==> config.mk <==
export PLATFORM = sky130hd
export DESIGN_NAME = rotary_encoder_button_events
export DESIGN_NICKNAME = d
export VERILOG_FILES = /design/src/reb_pkg.sv /design/src/rotary_encoder_button_events.sv
export SDC_FILE = /design/constraint.sdc
export NUM_CORES = 1
export LEC_CHECK = 0
export ABC_AREA = 1
export BUFFER_PORTS_ARGS = -buffer_cell sky130_fd_sc_hd__buf_4
export CORE_MARGIN = 2
export CORE_UTILIZATION = 40
export DETAILED_ROUTE_END_ITERATION = 8
export PLACE_DENSITY = 0.53
export SYNTH_ARGS = -nofsm -noshare
export SYNTH_HDL_FRONTEND = slang
export SYNTH_SLANG_ARGS = --single-unit
==> constraint.sdc <==
create_clock -name i_clk -period 5.3 [get_ports i_clk]
set_input_delay 0.795 -clock i_clk [delete_from_list [all_inputs] [get_ports i_clk]]
set_output_delay 0.795 -clock i_clk [all_outputs]
set_load 0.005 [all_outputs]
==> src/reb_pkg.sv <==
// shared constants and types for the rotary encoder and button event block
`timescale 1ns / 1ps

package reb_pkg;

    typedef logic [2:0] t_event;
    typedef logic [1:0] t_phase;
    typedef logic [2:0] t_cfg_index;

    localparam int COUNT_WIDTH_DEFAULT = 16;
    localparam int CFG_DATA_WIDTH      = 16;
    localparam int TICK_WIDTH          = 16;
    localparam int PERIOD_WIDTH        = 8;
    localparam int STEP_WIDTH          = 8;

    localparam t_event EV_IDLE       = 3'd0;
    localparam t_event EV_LEFT       = 3'd1;
    localparam t_event EV_RIGHT      = 3'd2;
    localparam t_event EV_LEFT_FAST  = 3'd3;
    localparam t_event EV_RIGHT_FAST = 3'd4;
    localparam t_event EV_BUTTON     = 3'd5;
    localparam t_event EV_LONG       = 3'd6;
    localparam t_event EV_HELD       = 3'd7;

    localparam t_phase PH_RELEASED = 2'd0;
    localparam t_phase PH_DEBOUNCE = 2'd1;
    localparam t_phase PH_HOLDING  = 2'd2;

    localparam t_cfg_index CFG_STEP_INCREMENT     = 3'd0;
    localparam t_cfg_index CFG_FAST_THRESHOLD     = 3'd1;
    localparam t_cfg_index CFG_DEBOUNCE_TICKS     = 3'd2;
    localparam t_cfg_index CFG_HOLD_PERIOD_TICKS  = 3'd3;
    localparam t_cfg_index CFG_LONG_PRESS_PERIODS = 3'd4;

    localparam logic [STEP_WIDTH-1:0]   RST_STEP_INCREMENT     = 8'd5;
    localparam logic [TICK_WIDTH-1:0]   RST_FAST_THRESHOLD     = 16'd10;
    localparam logic [TICK_WIDTH-1:0]   RST_DEBOUNCE_TICKS     = 16'd5;
    localparam logic [TICK_WIDTH-1:0]   RST_HOLD_PERIOD_TICKS  = 16'd100;
    localparam logic [PERIOD_WIDTH-1:0] RST_LONG_PRESS_PERIODS = 8'd30;

endpackage

==> src/rotary_encoder_button_events.sv <==
// rotary encoder and push button event block, top level
//
//  channel  | handshake                    | payload
//  ---------+------------------------------+---------------------------------------------
//  input    | i_in_valid / o_in_stall      | a, b, button levels, scan, fast, clear
//  output   | o_out_valid / i_out_stall    | o_event_valid, o_event_code
//  config   | i_cfg_we                     | i_cfg_index, i_cfg_data
//
// one sample per clock while o_in_stall is low; the transfer edge updates the state and
// loads the result, which is offered on the output from the next cycle
// the output register is the only stage; input stalls only while it is full and stalled
// synchronous active-low reset restores the register defaults, clears all but event data
`timescale 1ns / 1ps

module rotary_encoder_button_events
    import reb_pkg::*;
#(
    parameter int COUNT_WIDTH = COUNT_WIDTH_DEFAULT
) (
    input  logic                      i_clk,
    input  logic                      i_rst_n,
    input  logic                      i_in_valid,
    output logic                      o_in_stall,
    input  logic                      i_a_level,
    input  logic                      i_b_level,
    input  logic                      i_button_level,
    input  logic                      i_scan_request,
    input  logic                      i_fast_mode,
    input  logic                      i_clear_request,
    output logic                      o_out_valid,
    input  logic                      i_out_stall,
    output logic                      o_event_valid,
    output logic [2:0]                o_event_code,
    input  logic                      i_cfg_we,
    input  logic [2:0]                i_cfg_index,
    input  logic [CFG_DATA_WIDTH-1:0] i_cfg_data
);

    localparam int CMP_WIDTH = (COUNT_WIDTH > TICK_WIDTH) ? COUNT_WIDTH : TICK_WIDTH;
    localparam logic [COUNT_WIDTH-1:0] COUNT_MAX = {COUNT_WIDTH{1'b1}};
    localparam logic [TICK_WIDTH-1:0]  TICK_MAX  = {TICK_WIDTH{1'b1}};

    logic [STEP_WIDTH-1:0]   r_step_increment;
    logic [TICK_WIDTH-1:0]   r_fast_threshold;
    logic [TICK_WIDTH-1:0]   r_debounce_ticks;
    logic [TICK_WIDTH-1:0]   r_hold_period_ticks;
    logic [PERIOD_WIDTH-1:0] r_long_press_periods;

    logic                    r_previous_a, n_previous_a;
    logic                    r_left_armed, n_left_armed;
    logic                    r_right_armed, n_right_armed;
    logic [COUNT_WIDTH-1:0]  r_left_count, n_left_count;
    logic [COUNT_WIDTH-1:0]  r_right_count, n_right_count;
    t_event                  r_pending_event, n_pending_event;
    logic [TICK_WIDTH-1:0]   r_button_tick_count, n_button_tick_count;
    logic [PERIOD_WIDTH-1:0] r_held_periods, n_held_periods;
    t_phase                  r_button_phase, n_button_phase;

    logic                    r_out_valid;
    logic                    r_event_valid;
    t_event                  r_event_code, n_event_code;

    logic                    in_xfer;
    logic                    pressed;
    logic [COUNT_WIDTH:0]    left_sum;
    logic [COUNT_WIDTH:0]    right_sum;
    logic [COUNT_WIDTH-1:0]  left_inc;
    logic [COUNT_WIDTH-1:0]  right_inc;
    logic [TICK_WIDTH-1:0]   tick_plus;
    logic [TICK_WIDTH-1:0]   tick_sat;
    logic [PERIOD_WIDTH-1:0] held_plus;

    assign o_in_stall    = r_out_valid & i_out_stall;
    assign in_xfer       = i_in_valid & ~o_in_stall;
    assign o_out_valid   = r_out_valid;
    assign o_event_valid = r_event_valid;
    assign o_event_code  = r_event_code;
    assign pressed       = ~i_button_level;

    assign left_sum  = {1'b0, r_left_count} + (COUNT_WIDTH + 1)'(r_step_increment);
    assign right_sum = {1'b0, r_right_count} + (COUNT_WIDTH + 1)'(r_step_increment);
    assign left_inc  = left_sum[COUNT_WIDTH] ? COUNT_MAX : left_sum[COUNT_WIDTH-1:0];
    assign right_inc = right_sum[COUNT_WIDTH] ? COUNT_MAX : right_sum[COUNT_WIDTH-1:0];
    assign tick_plus = r_button_tick_count + TICK_WIDTH'(1);
    assign tick_sat  = (r_button_tick_count == TICK_MAX) ? TICK_MAX : tick_plus;
    assign held_plus = r_held_periods + PERIOD_WIDTH'(1);

    always_comb begin
        n_previous_a        = r_previous_a;
        n_left_armed        = r_left_armed;
        n_right_armed       = r_right_armed;
        n_left_count        = r_left_count;
        n_right_count       = r_right_count;
        n_pending_event     = r_pending_event;
        n_button_tick_count = r_button_tick_count;
        n_held_periods      = r_held_periods;
        n_button_phase      = r_button_phase;
        n_event_code        = EV_IDLE;

        // encoder edges
        if (i_a_level != r_previous_a) begin
            n_previous_a = i_a_level;
            if (!i_a_level) begin
                if (!i_b_level) begin
                    n_left_armed = 1'b1;
                end else begin
                    n_right_armed = 1'b1;
                end
            end else begin
                if (i_b_level) begin
                    if (r_left_armed) begin
                        n_left_count    = left_inc;
                        n_pending_event = EV_LEFT;
                    end
                end else begin
                    if (r_right_armed) begin
                        n_right_count   = right_inc;
                        n_pending_event = EV_RIGHT;
                    end
                end
                n_left_armed  = 1'b0;
                n_right_armed = 1'b0;
            end
        end

        // button
        case (r_button_phase)
            PH_DEBOUNCE: begin
                if (!pressed) begin
                    n_button_phase      = PH_RELEASED;
                    n_button_tick_count = '0;
                end else if (tick_sat >= r_debounce_ticks) begin
                    n_button_phase      = PH_HOLDING;
                    n_button_tick_count = '0;
                    n_held_periods      = '0;
                end else begin
                    n_button_tick_count = tick_sat;
                end
            end
            PH_HOLDING: begin
                if (tick_plus >= r_hold_period_ticks || tick_plus == '0) begin
                    n_button_tick_count = '0;
                    if (r_held_periods < r_long_press_periods) begin
                        n_held_periods  = held_plus;
                        n_pending_event = EV_HELD;
                    end else begin
                        n_pending_event = EV_LONG;
                    end
                    if (!pressed) begin
                        n_pending_event = (n_held_periods >= r_long_press_periods)
                                          ? EV_LONG : EV_BUTTON;
                        n_button_phase  = PH_RELEASED;
                        n_held_periods  = '0;
                    end
                end else begin
                    n_button_tick_count = tick_plus;
                end
            end
            default: begin
                n_button_phase      = PH_RELEASED;
                n_button_tick_count = '0;
                if (pressed) begin
                    if (TICK_WIDTH'(1) >= r_debounce_ticks) begin
                        n_button_phase = PH_HOLDING;
                        n_held_periods = '0;
                    end else begin
                        n_button_phase      = PH_DEBOUNCE;
                        n_button_tick_count = TICK_WIDTH'(1);
                    end
                end
            end
        endcase

        if (i_clear_request) begin
            n_pending_event = EV_IDLE;
        end

        // scan
        if (i_scan_request) begin
            if (i_fast_mode) begin
                if (CMP_WIDTH'(n_left_count) >= CMP_WIDTH'(r_fast_threshold)) begin
                    n_pending_event = EV_LEFT_FAST;
                end
                if (CMP_WIDTH'(n_right_count) >= CMP_WIDTH'(r_fast_threshold)) begin
                    n_pending_event = EV_RIGHT_FAST;
                end
                n_left_count  = '0;
                n_right_count = '0;
            end
            n_event_code    = n_pending_event;
            n_pending_event = EV_IDLE;
        end
    end

    always_ff @(posedge i_clk) begin
        if (!i_rst_n) begin
            r_step_increment     <= RST_STEP_INCREMENT;
            r_fast_threshold     <= RST_FAST_THRESHOLD;
            r_debounce_ticks     <= RST_DEBOUNCE_TICKS;
            r_hold_period_ticks  <= RST_HOLD_PERIOD_TICKS;
            r_long_press_periods <= RST_LONG_PRESS_PERIODS;
        end else if (i_cfg_we) begin
            unique case (i_cfg_index)
                CFG_STEP_INCREMENT:     r_step_increment     <= i_cfg_data[STEP_WIDTH-1:0];
                CFG_FAST_THRESHOLD:     r_fast_threshold     <= i_cfg_data[TICK_WIDTH-1:0];
                CFG_DEBOUNCE_TICKS:     r_debounce_ticks     <= i_cfg_data[TICK_WIDTH-1:0];
                CFG_HOLD_PERIOD_TICKS:  r_hold_period_ticks  <= i_cfg_data[TICK_WIDTH-1:0];
                CFG_LONG_PRESS_PERIODS: r_long_press_periods <= i_cfg_data[PERIOD_WIDTH-1:0];
                default: begin
                end
            endcase
        end
    end

    always_ff @(posedge i_clk) begin
        if (!i_rst_n) begin
            r_previous_a        <= 1'b1;
            r_left_armed        <= 1'b0;
            r_right_armed       <= 1'b0;
            r_left_count        <= '0;
            r_right_count       <= '0;
            r_pending_event     <= EV_IDLE;
            r_button_tick_count <= '0;
            r_held_periods      <= '0;
            r_button_phase      <= PH_RELEASED;
        end else if (in_xfer) begin
            r_previous_a        <= n_previous_a;
            r_left_armed        <= n_left_armed;
            r_right_armed       <= n_right_armed;
            r_left_count        <= n_left_count;
            r_right_count       <= n_right_count;
            r_pending_event     <= n_pending_event;
            r_button_tick_count <= n_button_tick_count;
            r_held_periods      <= n_held_periods;
            r_button_phase      <= n_button_phase;
        end
    end

    // output register
    always_ff @(posedge i_clk) begin
        if (!i_rst_n) begin
            r_out_valid <= 1'b0;
        end else if (in_xfer) begin
            r_out_valid <= 1'b1;
        end else if (!i_out_stall) begin
            r_out_valid <= 1'b0;
        end
    end

    always_ff @(posedge i_clk) begin
        if (in_xfer) begin
            r_event_valid <= i_scan_request;
            r_event_code  <= n_event_code;
        end
    end

endmodule
* After elaboration in Yosys (flattened, before gate mapping)
Cells that the tools add are included.
Storage, ports and cells: bits in registers 133, bits in latches 0, memories 0, RAM bits 0, word-level logic and storage cells 121, bits in read-only memories 0
Cells by class: equal/unequal tests 16, $mul 0, mux-type cells 59, bitwise gates (word level) 3, reduce and logical (&&, ||, !) cells 15, add/sub/neg operators 4, shift-type cells 0, divide/modulo/power cells 0, order comparisons 7
Operators by type and width (number):
- 16-bit 2-to-1 mux | 18
- 8-bit 2-to-1 mux | 9
- 16-bit >= comparator | 4
- 3-bit 2-to-1 mux | 13
- 16-bit by 8-bit adder with 17-bit output | 2
- 16-bit case mux with 2 select lines | 1
- 16-bit by 1-bit adder with 16-bit output (second input constant) | 1
- 16-bit == test (second input constant) | 1
- 1-bit by 16-bit >= comparator with 1-bit output (first input constant) | 1
- 16-bit logical NOT | 1
- 8-bit case mux with 2 select lines | 1
- 2-bit 2-to-1 mux | 7
- 2-bit AND reduction | 6
- 2-bit != test (second input constant) | 5
- 1-bit 2-to-1 mux | 9
- 8-bit by 1-bit adder with 8-bit output (second input constant) | 1
- 8-bit >= comparator | 1
- 8-bit less-than comparator | 1
- 3-bit by 2-bit == test with 1-bit output (second input constant) | 2
- 3-bit AND reduction | 2
- 6-bit AND reduction | 1
- 2-bit by 1-bit != test with 1-bit output (second input constant) | 2
- 2-bit case mux with 2 select lines | 1
- 4-bit AND reduction | 1
- 12 further kinds | 13

* Logic depth before layout (Yosys ltp)
depth after elaboration 14, depth in mapped cells 21, gate-level depth less buffers 21

* Least setup slack after synthesis
Ideal clock, no wire load.
path kind reg-to-reg, from register r_button_tick_count[0], to register r_held_periods[6], stages on the path, launching flop included 19, buffers on the path 1, data arrival time 2972 ps, path slack 2213 ps, required time 5186 ps, path through dfxtp_1 ha_1 nand2_2 nor2_2 nand3_1 nor3_1 inv_1 buf_2 nand2_1 ha_1 nand2_1 nor4_1 nand2_1 nand4_1 nand2_1 nor2_1 nand2_2 a21oi_1 nor2_1
Between the ends: cells in the longest elaborated chain, start to end 5, elaborated cells on any way between the ends 10, those cells by class add/sub (1); order compare (2); eq/ne (3); mux (1); reduce/logical (3)
RTL lines:
- start, declared | RTL line rotary_encoder_button_events.sv:55 | logic [TICK_WIDTH-1:0] r_button_tick_count, n_button_tick_count;
- start signal, assigned | RTL line rotary_encoder_button_events.sv:233 | r_button_tick_count <= n_button_tick_count;
- 16-bit by 1-bit adder with 16-bit output or 16-bit == test (tied branches) | RTL line rotary_encoder_button_events.sv:84, rotary_encoder_button_events.sv:85
- 16-bit 2-to-1 mux (tied with other cells) | RTL line rotary_encoder_button_events.sv:85 | assign tick_sat = (r_button_tick_count == TICK_MAX) ? TICK_MAX : tick_plus;
- 16-bit >= comparator or 1-bit logical OR (tied branches) | RTL line rotary_encoder_button_events.sv:132, rotary_encoder_button_events.sv:141
- 2-bit != test (no source line)
- 6-bit AND reduction (no source line) *
- end signal, assigned | RTL line rotary_encoder_button_events.sv:234 | r_held_periods <= n_held_periods;
- end, declared | RTL line rotary_encoder_button_events.sv:56 | logic [PERIOD_WIDTH-1:0] r_held_periods, n_held_periods;
Every way passes the cells marked *; elsewhere a longest branch is shown, timed or not. A chain may end at the register's enable or synchronous reset.

* Final worst setup path
Ends and elaborated chain as after synthesis.

==> results.ini <==
[outcome]
status=completed

[yosys]
synth_xor_area_frac=0.0195
synth.top_cell.area_share=0.288
ys_ff_latch=133
synth_mux_area_frac=0
synth_area_per_cell_sq_um=6.73
synth_top_family_by_area=simple AND/OR/NAND/NOR gates
synth_area_leader_cell=dfxtp_1
synth.distinct_cells=40
syn-num-nets=1465
synthSimpleGateAreaFrac=0.269
synth_area_leaders=dfxtp_1 29%, ha_1 14%, nand2_1 13%
yosysWarnings=0
synth_compound_area_frac=0.180
ys.flop_type=dfxtp_1
syn_inst=1334
async_flop_share=0
synth.cell_area_sq_um=8980
synth_enable_flop_cells=4
yosysSeqAreaShare=0.301
synthAdderAreaFrac=0.142

[grt]
grt_pass1_wl_mm=39.3
grt_pass1_vias=7530
grt_usage=0.209
antenna_found_initial=0
grt_max_degree=68
overflow=0

[drt]
num_vias=8452
drt_wl_total_mm=24.7
route.detailed.drc=0
ant_nets=0
wl_per_cell_um=15.0
drt_pass1_iterations=5
first_iter_violations=561
vias_per_cell=5.13

[hold_path]
hold_path_depth=2
min_path_type=flip-flop to flip-flop
hold_end=r_hold_period_ticks[7]
hold_start=r_hold_period_ticks[7]

[sta]
worstMarginPinSlew_ns=1.01
finalHoldViolations=0
max_clock_freq_mhz=254
fin_worst_skew_ns=0.00975
setup_viol=0
layout_min_cycle_time_ns=3.94
slew_headroom=0.321
rsz0062_at_grt=false
report.final.slew_viol_count=0
setup_tns_ns=0
fin_ws_ns=1.36
period_share=0.743

[clocking]
cts.sinks=133
cts_made_buffers=17
cts_buffer_depth=2
hold_buffers=0
insertion_delay_ns=0.42
post_cts_buffers=0
cts_tree=yes
clk_pin_slew_ns=0.06
cts.htree.levels=4
cts_root_buffer=clkbuf_16
postCtsResizedCells=0

[placement]
dp_slack_ns=1.40
place.gp.congestion=0.867
dp.cells=1617
dp_hpwl_mm=18.8
portBuffers=35

[pwr]
power_leakage_nw=4.63
design_power_total_mw=2.70
vdd_drop_max_uv=188
p_per_area_nw_per_um2=266

[layout]
fin_util=0.462
syn_to_final_growth_pct=13.1
diodes=0
fin_cells=1649
fin_nets=1487
drive_above_1_share=0.0723

[critical_path]
cp-end-kind=flip-flop
required_ns=5.66
crit_type=flip-flop to flip-flop
start_kind=flip-flop
cp_max_fo=13
arrival_ns=4.29
reg2reg_depth=18
worstSetupStartpoint=r_button_tick_count[0]
r2r_start=r_button_tick_count[0]
r2r-end=r_held_periods[6]
r2r_setup_slack_ns=1.36

[floorplanning]
fp.dieW_um=154
die_area_sq_um=23700
num_io_pins=36
coreArea_sq_um=22000
die-height_um=154
rows=54
initial_core_util=0.409

[run]
max_cap_viol_count=0

[registers in the layout, summed over array words and instances, names as in the netlist]
signal	cells
r_right_count	16
r_long_press_periods	8
r_hold_period_ticks	16
o_event_valid	1
r_left_armed	1
r_debounce_ticks	16
r_button_tick_count	16
o_event_code	3
r_held_periods	8
r_previous_a	1
r_left_count	16
r_pending_event	3
r_right_armed	1
r_button_phase	2
o_out_valid	1
r_fast_threshold	16
r_step_increment	8
[layer usage]
layer  routed length [um]  GRT usage
met3                 1080     0.0313
met1                12600      0.306
met4                  195     0.0472
met5                    0          0
met2                10700      0.323
[worst max-delay path by stage]
stage | to | slack [ns] | cells past startpoint
6_report | r_held_periods[6] | 1.36 | 18
5_1_grt | r_button_tick_count[9] | 0.82 | 17
4_1_cts | r_held_periods[6] | 1.35 | 18
3_5_place_dp | r_held_periods[6] | 1.40 | 18
3_3_place_gp | o_event_code[1] | 1.56 | 18
2_1_floorplan | r_held_periods[6] | 2.21 | 18
[through the flow]
step / hold WS, ns / cell area [sq um]
after floorplan: 0.435 / 8980
after detailed placement: 0.461 / 9490
after CTS: 0.469 / 10100
final: 0.469 / 10100
after global routing: 0.495 / 10100
after global placement: 0.454 / 9490
[where the power goes]
part	switching, mW	total [mW]	internal [mW]
registers	0.0211	1.06	1.03
clock network	0.465	1.32	0.853
logic	0.219	0.327	0.108
total	0.705	2.70	2.00
[cells in the mapped netlist (all sizes together), types with 2 or more instances]
master and count:
edfxtp 4, fa 2, o21bai 3, o211ai 12, nand3 84, dfxtp 129, a21o 2, nand4 23
o22ai 3, nand3b 4, or2 10, nand2 325, a21oi 166, xor2 16, nor4 5, buf 2
clkbuf 34, o21a 5, o21ai 109, xnor2 4, ha 99, nor3 15, inv 173, nor2 98
[cell families after synthesis]
logic type      count (synthesis)
xor+xnor                       20
flops                         133
buf+inv                       209
simple gates                  565
fa+ha+maj                     101
compound gates                306
[final cells by class]
| cell class | instances | area, sq um |
|---|---|---|
| inverters | 173 | 649 |
| fillers | 2260 | 11800 |
| well taps | 280 | 350 |
| repair buffers | 39 | 293 |
| multi-input cells | 992 | 5490 |
| clock buffers | 21 | 492 |
| flip-flops and latches | 133 | 2700 |
| clock inverters | 11 | 170 |
[worst max-delay path, stage by stage (launching register included)]
cell	delay [ns]
dfxtp_1	0.39
ha_1	0.21
nand2_2	0.10
nor2_2	0.25
nand3_1	0.13
nor3_1	0.38
inv_1	0.34
nand2_1	0.19
ha_1	0.15
nand2_1	0.07
nor4_1	0.41
nand2_1	0.12
nand4_1	0.16
nand2_1	0.07
nor2_1	0.38
nand2_2	0.23
nand2_1	0.12
nand2_1	0.06
nor2_1	0.11
[placed cells by master (no fill, tap or decap), types with 18 or more instances in the layout]
cell       Yosys  routed
dfxtp_1      129     129
nand3_1       82      82
buf_4          0      39
a21oi_1      165     164
o21ai_0      101     101
inv_1        172     171
nand4_1       23      23
nand2_1      320     320
nor2_1        92      92
ha_1          99      99
clkbuf_16      0      18
(Power assumes the default switching activity.)
